## src/rtl/gpio_pin_controller_defines.svh

```systemverilog
// ---------------------------------------------------------------------------
// gpio_pin_controller assertion macros
// Shared property wrappers for the pin controller checks.
// ---------------------------------------------------------------------------
`ifndef GPIO_PIN_CONTROLLER_DEFINES_SVH
`define GPIO_PIN_CONTROLLER_DEFINES_SVH

// Same-cycle implication, masked while reset is held.
`define GPC_ASSERT_NOW(label, clk, rst_n, ante, cons, msg) \
    label: assert property (@(posedge clk) disable iff (!(rst_n)) (ante) |-> (cons)) \
        else $error(msg);

// Next-cycle implication, masked while reset is held.
`define GPC_ASSERT_NEXT(label, clk, rst_n, ante, cons, msg) \
    label: assert property (@(posedge clk) disable iff (!(rst_n)) (ante) |=> (cons)) \
        else $error(msg);

`endif

```

## src/rtl/gpc_pkg.sv

```systemverilog
// ---------------------------------------------------------------------------
// gpc_pkg
// Types and fixed constants of the pin controller: register map, codes.
// ---------------------------------------------------------------------------
`default_nettype none

package gpc_pkg;

    localparam int PORT_PINS    = 54;  // width of every per-pin port
    localparam int SEL_WORDS    = 6;
    localparam int PINS_PER_SEL = 10;
    localparam int MODE_BITS    = 3;
    localparam int SEL_BITS     = PINS_PER_SEL * MODE_BITS;
    localparam int SEL_PINS     = SEL_WORDS * PINS_PER_SEL;

    // Byte offsets of the register banks
    localparam logic [7:0] OFS_SET0 = 8'h1c;
    localparam logic [7:0] OFS_CLR0 = 8'h28;
    localparam logic [7:0] OFS_LEV0 = 8'h34;
    localparam logic [7:0] OFS_PUD  = 8'h94;

    // Word addresses
    localparam logic [5:0] ADDR_SEL_LAST = 6'(SEL_WORDS - 1);
    localparam logic [5:0] ADDR_SET0     = OFS_SET0[7:2];
    localparam logic [5:0] ADDR_SET1     = ADDR_SET0 + 6'd1;
    localparam logic [5:0] ADDR_CLR0     = OFS_CLR0[7:2];
    localparam logic [5:0] ADDR_CLR1     = ADDR_CLR0 + 6'd1;
    localparam logic [5:0] ADDR_LEV0     = OFS_LEV0[7:2];
    localparam logic [5:0] ADDR_LEV1     = ADDR_LEV0 + 6'd1;
    localparam logic [5:0] ADDR_PUD      = OFS_PUD[7:2];
    localparam logic [5:0] ADDR_PUDCLK0  = ADDR_PUD + 6'd1;
    localparam logic [5:0] ADDR_PUDCLK1  = ADDR_PUD + 6'd2;

    localparam logic [MODE_BITS-1:0] MODE_OUTPUT = 3'd1;

    typedef enum logic [1:0] {
        PULL_OFF      = 2'd0,
        PULL_DOWN     = 2'd1,
        PULL_UP       = 2'd2,
        PULL_RESERVED = 2'd3
    } pull_code_t;

    // One bus access as staged in the input register
    typedef struct packed {
        logic                 wr;
        logic [5:0]           addr;
        logic [31:0]          data;
        logic [PORT_PINS-1:0] levels;
    } gpc_access_t;

    // Pin-facing view of the controller state
    typedef struct packed {
        logic [PORT_PINS-1:0] level;
        logic [PORT_PINS-1:0] enable;
        logic [PORT_PINS-1:0] pull_up;
        logic [PORT_PINS-1:0] pull_down;
    } gpc_pins_t;

endpackage

`default_nettype wire

```

## src/rtl/gpc_regs.sv

```systemverilog
// ---------------------------------------------------------------------------
// gpc_regs
// Register file of the pin controller: decode, read mux and state update.
// ---------------------------------------------------------------------------
`default_nettype none

module gpc_regs #(
    parameter int NUM_PINS = 54
) (
    input  logic                aclk,
    input  logic                aresetn,
    input  gpc_pkg::gpc_access_t acc,
    input  logic                commit,
    output logic [31:0]         rd_data,
    output gpc_pkg::gpc_pins_t  pins_next
);

    import gpc_pkg::*;

    localparam logic [63:0] PIN_MASK64 =
        (NUM_PINS >= 64) ? {64{1'b1}} : ((64'd1 << NUM_PINS) - 64'd1);

    logic [SEL_BITS-1:0] fsel_reg  [SEL_WORDS];
    logic [SEL_BITS-1:0] fsel_next [SEL_WORDS];
    logic [NUM_PINS-1:0] latch_reg, latch_next;
    logic [NUM_PINS-1:0] pu_reg, pu_next;
    logic [NUM_PINS-1:0] pd_reg, pd_next;
    pull_code_t          pcode_reg, pcode_next;

    logic                hi;
    logic [63:0]         bank64;
    logic [NUM_PINS-1:0] bank;
    logic [63:0]         lev64;
    logic [2:0]          sel_idx;
    logic [31:0]         rd;
    logic [NUM_PINS-1:0] en;

    // Bits of select word w that belong to existing pins
    function automatic logic [SEL_BITS-1:0] sel_mask(input logic [2:0] w);
        logic [SEL_BITS-1:0] m;
        m = '0;
        for (int f = 0; f < PINS_PER_SEL; f++) begin
            if ((int'(w) * PINS_PER_SEL + f) < NUM_PINS) begin
                m[f*MODE_BITS +: MODE_BITS] = '1;
            end
        end
        return m;
    endfunction

    function automatic logic [63:0] widen(input logic [NUM_PINS-1:0] x);
        logic [63:0] r;
        r = '0;
        r[NUM_PINS-1:0] = x;
        return r;
    endfunction

    assign hi = (acc.addr == ADDR_SET1) || (acc.addr == ADDR_CLR1) ||
                (acc.addr == ADDR_LEV1) || (acc.addr == ADDR_PUDCLK1);
    assign bank64  = hi ? {acc.data, 32'h0} : {32'h0, acc.data};
    assign bank    = bank64[NUM_PINS-1:0];
    assign lev64   = {{(64 - PORT_PINS){1'b0}}, acc.levels} & PIN_MASK64;
    assign sel_idx = acc.addr[2:0];

    always_comb begin
        fsel_next  = fsel_reg;
        latch_next = latch_reg;
        pu_next    = pu_reg;
        pd_next    = pd_reg;
        pcode_next = pcode_reg;
        rd         = '0;
        if (acc.addr <= ADDR_SEL_LAST) begin
            if (acc.wr) begin
                fsel_next[sel_idx] = acc.data[SEL_BITS-1:0] & sel_mask(sel_idx);
            end else begin
                rd = {{(32 - SEL_BITS){1'b0}}, fsel_reg[sel_idx]};
            end
        end else begin
            case (acc.addr)
                ADDR_SET0, ADDR_SET1: begin
                    if (acc.wr) latch_next = latch_reg | bank;
                end
                ADDR_CLR0, ADDR_CLR1: begin
                    if (acc.wr) latch_next = latch_reg & ~bank;
                end
                ADDR_LEV0, ADDR_LEV1: begin
                    if (!acc.wr) rd = hi ? lev64[63:32] : lev64[31:0];
                end
                ADDR_PUD: begin
                    if (acc.wr) begin
                        pcode_next = pull_code_t'(acc.data[1:0]);
                    end else begin
                        rd = {30'h0, pcode_reg};
                    end
                end
                ADDR_PUDCLK0, ADDR_PUDCLK1: begin
                    if (acc.wr) begin
                        pu_next = pu_reg & ~bank;
                        pd_next = pd_reg & ~bank;
                        if (pcode_reg == PULL_UP) begin
                            pu_next = pu_next | bank;
                        end else if (pcode_reg == PULL_DOWN) begin
                            pd_next = pd_next | bank;
                        end
                    end
                end
                default: ;
            endcase
        end
    end

    always_ff @(posedge aclk) begin
        if (!aresetn) begin
            for (int w = 0; w < SEL_WORDS; w++) fsel_reg[w] <= '0;
            latch_reg <= '0;
            pu_reg    <= '0;
            pd_reg    <= '0;
            pcode_reg <= PULL_OFF;
        end else if (commit) begin
            fsel_reg  <= fsel_next;
            latch_reg <= latch_next;
            pu_reg    <= pu_next;
            pd_reg    <= pd_next;
            pcode_reg <= pcode_next;
        end
    end

    // Output enable: pins with a select field whose mode is output
    for (genvar p = 0; p < NUM_PINS; p++) begin : g_en
        if (p < SEL_PINS) begin : g_sel
            assign en[p] = (fsel_next[p / PINS_PER_SEL][(p % PINS_PER_SEL) * MODE_BITS +:
                            MODE_BITS] == MODE_OUTPUT);
        end else begin : g_nosel
            assign en[p] = 1'b0;
        end
    end

    logic [63:0] level64, en64, pu64, pd64;
    assign level64 = widen(latch_next);
    assign en64    = widen(en);
    assign pu64    = widen(pu_next);
    assign pd64    = widen(pd_next);

    assign pins_next.level     = level64[PORT_PINS-1:0];
    assign pins_next.enable    = en64[PORT_PINS-1:0];
    assign pins_next.pull_up   = pu64[PORT_PINS-1:0];
    assign pins_next.pull_down = pd64[PORT_PINS-1:0];
    assign rd_data             = acc.wr ? 32'h0 : rd;

endmodule

`default_nettype wire

```

## src/rtl/gpio_pin_controller.sv

```systemverilog
// ---------------------------------------------------------------------------
// gpio_pin_controller
// Pin controller behind a word-addressed register bus: function select,
// output set/clear, level readback and pull-resistor control.
// ---------------------------------------------------------------------------
//
//  Channel  Direction  Carries
//  s_*      in         one bus access per beat: cmd, word_addr, write_data,
//                      pin_levels
//  m_*      out        one result per beat: read_data and the pin state
//                      (drive level, drive enable, pull-up, pull-down)
//
//  Each beat waits in the input register; the register file is
//  updated and the result register loaded at the same edge, and a new
//  beat is taken every cycle while m_ready is high.
//  The read-modify-write of one register word is the only logic between
//  the two registers.
//  Reset (aresetn low at a clock edge) empties both stages and returns the
//  register file to all pins input, latch clear, pulls off.
//  While m_ready is low both stages fill and s_ready drops; no beat is lost.
// ---------------------------------------------------------------------------
`default_nettype none

`include "gpio_pin_controller_defines.svh"

module gpio_pin_controller #(
    parameter int NUM_PINS = 54
) (
    input  logic                          aclk,
    input  logic                          aresetn,

    input  logic                          s_valid,
    output logic                          s_ready,
    input  logic                          s_cmd,
    input  logic [5:0]                    s_word_addr,
    input  logic [31:0]                   s_write_data,
    input  logic [gpc_pkg::PORT_PINS-1:0] s_pin_levels,

    output logic                          m_valid,
    input  logic                          m_ready,
    output logic [31:0]                   m_read_data,
    output logic [gpc_pkg::PORT_PINS-1:0] m_drive_level,
    output logic [gpc_pkg::PORT_PINS-1:0] m_drive_enable,
    output logic [gpc_pkg::PORT_PINS-1:0] m_pull_up_on,
    output logic [gpc_pkg::PORT_PINS-1:0] m_pull_down_on
);

    import gpc_pkg::*;

    // Input stage: holds the accepted beat until it can commit
    logic        in_valid_reg;
    gpc_access_t in_reg;

    // Result stage
    logic        out_valid_reg;
    logic [31:0] rd_reg;
    gpc_pins_t   pins_reg;

    logic        out_load;
    logic        commit;
    logic        s_fire;
    logic [31:0] rd_data;
    gpc_pins_t   pins_next;

    // Result register frees up when empty or being drained this cycle
    assign out_load = !out_valid_reg || m_ready;
    assign commit   = in_valid_reg && out_load;
    assign s_ready  = !in_valid_reg || out_load;
    assign s_fire   = s_valid && s_ready;

    always_ff @(posedge aclk) begin
        if (!aresetn) begin
            in_valid_reg <= 1'b0;
        end else if (s_ready) begin
            in_valid_reg <= s_valid;
        end
    end

    // Capture the beat; payload needs no reset
    always_ff @(posedge aclk) begin
        if (s_fire) begin
            in_reg.wr     <= s_cmd;
            in_reg.addr   <= s_word_addr;
            in_reg.data   <= s_write_data;
            in_reg.levels <= s_pin_levels;
        end
    end

    gpc_regs #(
        .NUM_PINS (NUM_PINS)
    ) u_regs (
        .aclk      (aclk),
        .aresetn   (aresetn),
        .acc       (in_reg),
        .commit    (commit),
        .rd_data   (rd_data),
        .pins_next (pins_next)
    );

    always_ff @(posedge aclk) begin
        if (!aresetn) begin
            out_valid_reg <= 1'b0;
        end else if (out_load) begin
            out_valid_reg <= in_valid_reg;
        end
    end

    // Result shows the state after the access has been applied
    always_ff @(posedge aclk) begin
        if (commit) begin
            rd_reg   <= rd_data;
            pins_reg <= pins_next;
        end
    end

    assign m_valid        = out_valid_reg;
    assign m_read_data    = rd_reg;
    assign m_drive_level  = pins_reg.level;
    assign m_drive_enable = pins_reg.enable;
    assign m_pull_up_on   = pins_reg.pull_up;
    assign m_pull_down_on = pins_reg.pull_down;

    // Checks
    `GPC_ASSERT_NEXT(a_write_reads_zero, aclk, aresetn, commit && in_reg.wr, m_read_data == 32'h0, "write beat returned nonzero read data")
    `GPC_ASSERT_NOW(a_pull_exclusive, aclk, aresetn, m_valid, (m_pull_up_on & m_pull_down_on) == '0, "pull-up and pull-down both on")
    `GPC_ASSERT_NOW(a_stall_full, aclk, aresetn, !s_ready, in_valid_reg && out_valid_reg && !m_ready, "input stalled with room in the pipeline")

endmodule

`default_nettype wire
```

## config.mk

```make
export PLATFORM = sky130hd
export DESIGN_NAME = gpio_pin_controller
export DESIGN_NICKNAME = d
export VERILOG_FILES = /design/src/rtl/gpc_pkg.sv /design/src/rtl/gpc_regs.sv /design/src/rtl/gpio_pin_controller.sv
export VERILOG_INCLUDE_DIRS = /design/src /design/src/rtl
export SDC_FILE = /design/constraint.sdc
export NUM_CORES = 1
export LEC_CHECK = 0
export ABC_AREA = 1
export BUFFER_PORTS_ARGS = -buffer_cell sky130_fd_sc_hd__buf_2
export CAP_MARGIN = 20
export CORE_MARGIN = 2
export CORE_UTILIZATION = 40
export CTS_CLUSTER_SIZE = 24
export DETAILED_ROUTE_END_ITERATION = 7
export PLACE_DENSITY_LB_ADDON = 0.15
export RECOVER_POWER = 100
export SYNTH_ARGS = -nofsm -noshare
export SYNTH_HDL_FRONTEND = slang
export SYNTH_SLANG_ARGS = --single-unit
```

## constraint.sdc

```tcl
create_clock -name aclk -period 24.5 [get_ports aclk]
set_clock_uncertainty 0.05 [all_clocks]
set_input_delay 2.45 -clock aclk [delete_from_list [all_inputs] [get_ports aclk]]
set_output_delay 2.45 -clock aclk [all_outputs]
set_load 0.05 [all_outputs]
```

==> results_tabular.tex, run 1 <==
\begin{tabular}{lr}
\hline
Metric & Value \\
\hline
\multicolumn{2}{l}{\textbf{STA}} \\
WHS & roughly 420 ps \\
Post-route clock period utilization & roughly 58\% \\
Final number of hold-violating endpoints & 0 \\
Number of failing setup endpoints in the final timing report & 0 \\
Sum of negative setup slack & 0 ps \\
Max-slew headroom at the worst pin & -296.7\% \\
Clock period minus final worst setup slack & approximately 14,000 ps \\
Max Clk Rate & a little over 70 MHz \\
RSZ-0062 raised after global routing & no \\
Actual slew at the worst max-slew pin & roughly 6000 ps \\
Setup ws final & approximately 10,000 ps \\
Final count of pins violating max slew & approximately 1.2k \\
\multicolumn{2}{l}{\textbf{Critical path}} \\
R2r setup slk & around 12,000 ps \\
Reg-to-reg startpoint & m\_valid \\
CP peak stage delay & around 5600 ps \\
Largest fanout on the critical path & 194 \\
Critical path data required time & 24,900 ps \\
R2R depth & 8 \\
Startpoint types & input port \\
Endpoint class of the critical path & flop \\
Worst Path Class, Setup & in2reg \\
Crit path arrival time & between 10,000 and 15,000 ps \\
Slowest stage cell on the critical path & sky130\_fd\_sc\_hd\_\_clkinvlp\_2 \\
Cell mode on critical path & sky130\_fd\_sc\_hd\_\_nand2\_1 \\
Capturing point of the worst reg2reg path & u\_regs.fsel\_reg[10] \\
Ordered list of cells on the worst path & buf\_2 -> inv\_1 -> nand2\_1 -> nand2\_1 -> clkinvlp\_2 -> clkbuf\_1 -> nand2\_1 -> inv\_1 -> o21ai\_0 -> a21oi\_1 \\
\multicolumn{2}{l}{\textbf{Placed design}} \\
Gp weighted congestion & between 0.8 and 0.9 \\
Final HPWL DP & 66.83 mm \\
Worst slack at placement & around 18,000 ps \\
Count of buffers inserted at the top-level ports & between 300 and 400 \\
\multicolumn{2}{l}{\textbf{Detailed routing}} \\
Drc violations & 0 \\
Via count & approximately 29k \\
Routed Antenna Nets & 0 \\
Overall routed net length & around 110 mm \\
DR WL/cell & 19.23 um \\
Vias per std cell & between 5 and 6 \\
Detailed Route Iter0 Violations & between 2k and 3k \\
Iteration count of the initial detailed-routing pass & 6 \\
\multicolumn{2}{l}{\textbf{Synth}} \\
Netlist Area Pre-Place & roughly 32,000 sq um \\
List of most frequent post-synthesis cells & sky130\_fd\_sc\_hd\_\_nand2\_1, sky130\_fd\_sc\_hd\_\_nor2\_1, sky130\_fd\_sc\_hd\_\_inv\_1 \\
Seq/Total Area, Yosys & 52.83\% \\
Synthesized Nets & between 4k and 5k \\
Number of synthesized register bits & roughly 690 \\
Adder-cell share of the synthesized area & less than 1\% \\
Fraction of the mapped netlist area in simple logic gates & roughly 28\% \\
Number of enable flip-flop cells after synthesis & about 340 \\
Post-Synth XOR/XNOR Area & 0\% \\
Synth unique cells & 37 \\
Compound-gate portion of the synthesized area & approximately a tenth \\
Average cell area after synthesis & $\sim$7.7 sq um \\
Combinational family with the most area after synthesis & simple AND/OR/NAND/NOR gates \\
Synth warnings & 0 \\
Async set-reset flop share out of synthesis & 0\% \\
Most frequently used flop master after synthesis & sky130\_fd\_sc\_hd\_\_dfxtp\_1 \\
Cell count after synthesis & approximately 4.2k \\
Fraction of synthesized cell area taken by the top area cell type & between 30\% and 40\% \\
Cell types with the largest area share after synthesis & sky130\_fd\_sc\_hd\_\_edfxtp\_1, sky130\_fd\_sc\_hd\_\_dfxtp\_1, sky130\_fd\_sc\_hd\_\_nand2\_1 \\
Count leader, synth & sky130\_fd\_sc\_hd\_\_nand2\_1 \\
Multiplexer area fraction after synthesis & 0\% \\
Largest area contributor in the netlist & sky130\_fd\_sc\_hd\_\_edfxtp\_1 \\
\multicolumn{2}{l}{\textbf{Min path}} \\
Worst hold-check path type & reg2reg \\
Cell depth of the worst hold path & 2 \\
\multicolumn{2}{l}{\textbf{Clock network}} \\
Number of sinks driven by the clock tree & slightly below 700 \\
Clock Path Buffers & 3 \\
Register clock-pin slew on the reported worst setup and hold paths & about 60 ps \\
Post-CTS sizing & 0 \\
CTS H-tree lvls & 3 \\
Insertion delay to the later sink of the worst-skew pair & 630 ps \\
Root Buffer Master & sky130\_fd\_sc\_hd\_\_clkbuf\_16 \\
Hold buffer count at CTS & 0 \\
CTS tree & yes \\
Post-CTS repair timing setup buffer count & 0 \\
TritonCTS buffer count & 79 \\
\multicolumn{2}{l}{\textbf{Floorplanning}} \\
Floorplan Core Area & just over 80,000 sq um \\
Number of top-level pins & 347 \\
Die extent in x & just under 300 um \\
Starting Density & 40.41\% \\
Full die area & 83,540 sq um \\
Number of standard-cell rows in the floorplan & around 100 \\
Height of the die & between 200 and 300 um \\
\multicolumn{2}{l}{\textbf{Cells and area}} \\
Layout overhead on the synthesized area & 13.66\% \\
Flip-flop count of the largest register after layout & between 150 and 200 \\
Antenna cell count & 0 \\
Share of layout cells above drive strength 1 & between 5 and 6\% \\
Net total in the final layout & between 4k and 5k \\
\multicolumn{2}{l}{\textbf{GRT}} \\
Global-route wire length before repair & approximately 160 mm \\
Global router's overall resource usage & 24.62\% \\
Overflow left after global routing & 0 \\
Maximum number of pins on one net before global-route repair & 199 \\
Antenna violations before repair & 3 \\
Vias in the first global route & approximately 25k \\
\multicolumn{2}{l}{\textbf{Pwr}} \\
Power per cell area & slightly below 80 nW/um\^{}2 \\
Leakage component of the power & around 0.016 uW \\
Max VDD drop & slightly above 50 uV \\
\multicolumn{2}{l}{\textbf{Outcome}} \\
Violated checks & max-capacitance violations, max-slew violations \\
Run status & complete, but fails checks \\
\multicolumn{2}{l}{\textbf{Flow run}} \\
Maxcap violations & 21 \\
\hline
\end{tabular}
## worst max-delay path by stage
stage / start / to / slack (ps) / cells after the start
final: m_ready / u_regs.fsel_reg[10] / 10410 / 10
after global routing: m_ready / flop / 9190 / 10
after CTS: m_ready / u_regs.fsel_reg[143] / 18170 / 10
after detailed placement: m_ready / u_regs.fsel_reg[143] / 17560 / 10
after global placement: m_ready / m_drive_enable[17] / 17570 / 8
after floorplan: m_ready / u_regs.pd_reg[39] / 13650 / 8
## power breakdown
| part | internal (uW) | switching, uW |
|---|---|---|
| combinational | 89.1 | 279 |
| clock | 716 | 485 |
| sequential | 1290 | 45.0 |
## cell type report
type,count,area (sq um)
well taps,1060,1326
multi-input cells,2793,12460
flip-flops and latches,687,17170
clock buffers,108,2210
clock inverters,37,399.1
repair buffers,392,1708
inverters,443,1667
fillers,8225,43480
## layout by cell type (no fill, tap or decap), types with 6 or more instances in the layout
cell type,netlist,layout
sky130_fd_sc_hd__nor2_1,483,486
sky130_fd_sc_hd__o21ai_0,262,289
sky130_fd_sc_hd__o21ai_1,33,6
sky130_fd_sc_hd__nand2_1,1107,1111
sky130_fd_sc_hd__or2_2,12,12
sky130_fd_sc_hd__clkbuf_16,0,82
sky130_fd_sc_hd__buf_4,12,26
sky130_fd_sc_hd__clkinv_2,0,10
sky130_fd_sc_hd__o211ai_1,21,21
sky130_fd_sc_hd__buf_2,57,79
sky130_fd_sc_hd__nor2_2,12,8
sky130_fd_sc_hd__ha_1,13,13
sky130_fd_sc_hd__edfxtp_1,341,341
sky130_fd_sc_hd__clkbuf_8,0,6
sky130_fd_sc_hd__dfxtp_1,346,346
sky130_fd_sc_hd__bufinv_16,0,8
sky130_fd_sc_hd__clkinv_1,3,18
sky130_fd_sc_hd__nand3_1,389,388
sky130_fd_sc_hd__nand4_1,157,158
sky130_fd_sc_hd__clkbuf_1,192,304
sky130_fd_sc_hd__inv_1,431,432
sky130_fd_sc_hd__a21oi_1,271,273
## critical path, delay by kind of cell
kind	cells	cell delay, ps
AND/OR/NAND/NOR	3	2420
AO/OA/AOI/OAI	2	450
buffers and inverters	5	9070
## cells by family after synthesis
group                    Yosys count
AO/OA/AOI/OAI                    599
flip-flops                       687
buffers and inverters            722
adder cells (fa/ha/maj)           14
AND/OR/NAND/NOR                 2180
## per-stage QoR
stage	total power (uW)	utilization [%]	std cells	instance area, sq um
finish	2899	45.93	5520	36940
global route	3016	45.93	5520	36940
CTS	2928	46.53	5519	37420
detailed placement	1723	43.28	5374	34810
global placement	1721	43.25	5373	34780
floorplan	1612	-	4202	32500
## per-layer routing
metal | vias up | track usage [%] | share of wire [%]
met3 | 169 | 3.307 | 6.0
met5 | - | 0 | 0
met2 | 930 | 39.89 | 47
met4 | 0 | 9.369 | 3.8
li1 | 14160 | - | -
met1 | 13307 | 33.54 | 44
No activity file was read; power rests on OpenSTA's default activity.
==> inputs of run 2 (changes only) <==
==> constraint.sdc (replaced) <==
create_clock -name aclk -period 11.83 [get_ports aclk]
set_clock_uncertainty 0.05 [all_clocks]
set_input_delay 1.183 -clock aclk [delete_from_list [all_inputs] [get_ports aclk]]
set_output_delay 1.183 -clock aclk [all_outputs]
set_load 0.05 [all_outputs]
==> run 2 against run 1 <==
The flow still finishes with violations (max-capacitance violations, max-slew violations). Sequential power is 110% higher. Critical path depth rose by 6. Combinational power increased by 110%. Wire length about the same. Sequential share of layout area down 0.16 points. First-iteration DRC count shrank 9.6%. Via count is 0.10% lower. Global-route usage barely moved. Clock-buffer cell count grew 4.
==> results_tabular.tex, run 2 (same netlist as run 1, synthesis figures left out) <==
\begin{tabular}{lr}
\hline
Metric & Value \\
\hline
\multicolumn{2}{l}{\textbf{Clock network}} \\
Register clock-pin slew on the reported worst setup and hold paths & around 60 ps \\
Number of sinks driven by the clock tree & 687 \\
CTS H-tree lvls & 3 \\
Insertion delay to the later sink of the worst-skew pair & 640 ps \\
TritonCTS buffer count & 79 \\
CTS tree & yes \\
Hold buffer count at CTS & 0 \\
Post-CTS repair timing setup buffer count & 0 \\
Root Buffer Master & sky130\_fd\_sc\_hd\_\_clkbuf\_16 \\
Clock Path Buffers & 3 \\
Post-CTS sizing & 0 \\
\multicolumn{2}{l}{\textbf{Detailed routing}} \\
DR WL/cell & between 15 and 20 um \\
Via count & 28.54k \\
Overall routed net length & between 100 and 150 mm \\
Iteration count of the initial detailed-routing pass & 8 \\
Routed Antenna Nets & 0 \\
Vias per std cell & 5.172 \\
Drc violations & 0 \\
Detailed Route Iter0 Violations & about 2.5k \\
\multicolumn{2}{l}{\textbf{Pwr}} \\
Leakage component of the power & 0.01640 uW \\
Max VDD drop & approximately 100 uV \\
Power per cell area & around 160 nW/um\^{}2 \\
\multicolumn{2}{l}{\textbf{Cells and area}} \\
Commonest cells after routing, fill and taps aside & sky130\_fd\_sc\_hd\_\_nand2\_1, sky130\_fd\_sc\_hd\_\_nor2\_1, sky130\_fd\_sc\_hd\_\_inv\_1, sky130\_fd\_sc\_hd\_\_nand3\_1, sky130\_fd\_sc\_hd\_\_dfxtp\_1 \\
Flip-flop count of the largest register after layout & roughly 160 \\
Antenna cell count & 0 \\
Layout overhead on the synthesized area & 14.06\% \\
Most frequent standard cell in the layout excluding fill and tap cells & sky130\_fd\_sc\_hd\_\_nand2\_1 \\
Area occupied by registers & 17,170 sq um \\
Share of layout cells above drive strength 1 & $\sim$6\% \\
Net total in the final layout & 4,502 \\
Fill cell count & 8,166 \\
Area taken by multi-input logic gates & 12,460 sq um \\
\multicolumn{2}{l}{\textbf{GRT}} \\
Maximum number of pins on one net before global-route repair & 250 \\
Overflow left after global routing & 0 \\
Antenna violations before repair & 2 \\
Global router's overall resource usage & around a quarter \\
Vias in the first global route & 25.79k \\
Global-route wire length before repair & roughly 160 mm \\
\multicolumn{2}{l}{\textbf{Outcome}} \\
Run status & complete, but fails checks \\
Violated checks & max-capacitance violations, max-slew violations \\
\multicolumn{2}{l}{\textbf{Placed design}} \\
Gp weighted congestion & approximately 0.83 \\
Final HPWL DP & 66.41 mm \\
Count of buffers inserted at the top-level ports & around 350 \\
\multicolumn{2}{l}{\textbf{STA}} \\
Final number of hold-violating endpoints & 0 \\
Sum of negative setup slack & 0 ps \\
Actual slew at the worst max-slew pin & roughly 4500 ps \\
Final count of pins violating max slew & between 800 and 900 \\
Number of failing setup endpoints in the final timing report & 0 \\
Clock period minus final worst setup slack & approximately 7600 ps \\
Post-route clock period utilization & between 60\% and 70\% \\
Max-slew headroom at the worst pin & -197.7\% \\
RSZ-0062 raised after global routing & no \\
WHS & $\sim$420 ps \\
Max Clk Rate & around 130 MHz \\
\multicolumn{2}{l}{\textbf{Flow run}} \\
Maxcap violations & 13 \\
\multicolumn{2}{l}{\textbf{Critical path}} \\
Crit path arrival time & roughly 8000 ps \\
Worst Path Class, Setup & reg2reg \\
Critical path data required time & $\sim$12,000 ps \\
Largest fanout on the critical path & 79 \\
Startpoint types & flop \\
Endpoint class of the critical path & flop \\
\multicolumn{2}{l}{\textbf{Floorplanning}} \\
Number of standard-cell rows in the floorplan & roughly 100 \\
Starting Density & 40.41\% \\
Floorplan Core Area & 80,420 sq um \\
Full die area & about 84,000 sq um \\
Die extent in x & a little under 300 um \\
Height of the die & just under 300 um \\
Number of top-level pins & between 300 and 400 \\
\multicolumn{2}{l}{\textbf{Min path}} \\
Worst hold-check path type & reg2reg \\
\hline
\end{tabular}
-- run 2: cell types whose count changed in the layout (fill, tap and decap cells not counted), sizes merged --
cell,change
bufinv,+2
buf,+3
inv,+4
clkbuf,-4
clkinvlp,-2
clkinv,-5
-- run 2: through the flow --
stage | setup slack, ps | utilization (%) | power (uW) | cell area [sq um] | std cells
floorplan | 2245 | - | 3338 | 32500 | 4202
global placement | 6781 | 43.22 | 3563 | 34750 | 5368
detailed placement | 6739 | 43.22 | 3568 | 34750 | 5368
CTS | 7388 | 46.60 | 6151 | 37480 | 5516
global route | 3652 | 46.09 | 6330 | 37060 | 5518
finish | 4201 | 46.09 | 6094 | 37060 | 5518
-- run 2: critical path, stage by stage, from the launching register on --
cell and delay, ps:
sky130_fd_sc_hd__edfxtp_1 360, sky130_fd_sc_hd__clkbuf_1 1000, sky130_fd_sc_hd__inv_1 330, sky130_fd_sc_hd__clkbuf_1 2510, sky130_fd_sc_hd__ha_1 530, sky130_fd_sc_hd__inv_1 50
sky130_fd_sc_hd__nand2_1 60, sky130_fd_sc_hd__nand2_1 50, sky130_fd_sc_hd__nand2_1 70, sky130_fd_sc_hd__nand2_1 60, sky130_fd_sc_hd__nand2_1 800, sky130_fd_sc_hd__buf_4 680
sky130_fd_sc_hd__nand2_1 290, sky130_fd_sc_hd__nor2_1 310, sky130_fd_sc_hd__nand2_1 80, sky130_fd_sc_hd__nand2_1 110, sky130_fd_sc_hd__inv_1 40
-- run 2: final timing paths --
path	start	endpoint	slack (ps)	cells past startpoint
hold / removal	flop	flop	420	2
setup / recovery	in_reg[86]	m_pull_down_on[45]	4200	16
hold reg to reg	flop	flop	420	2
setup reg to reg	in_reg[86]	m_pull_down_on[45]	4200	16
-- run 2: routing by layer --
metal  up-vias  part of all wire (%)  global-route usage, %
met4         0                   3.2                  7.951
met3       146                   6.4                  3.575
met5         -                     0                      0
met1     13266                    43                  33.53
met2       950                    47                  40.41
li1      14175                     -                      -
-- run 2: area by class of cell --
class,instances,share of cell area [%]
Clock buffer,112,6.029
Timing Repair Buffer,387,4.618
Tap cell,1060,3.578
Inverter,443,4.513
Multi-Input combinational cell,2793,33.63
Clock inverter,36,1.317
Sequential cell,687,46.32
-- run 2: power breakdown --
group	internal [uW]	leakage (uW)	total (uW)	switching (uW)
sequential	2660	0.00610	2750	93.3
combinational	182	0.00897	763	580
clock	1550	0.00134	2580	1030
total	4390	0.0164	6090	1710
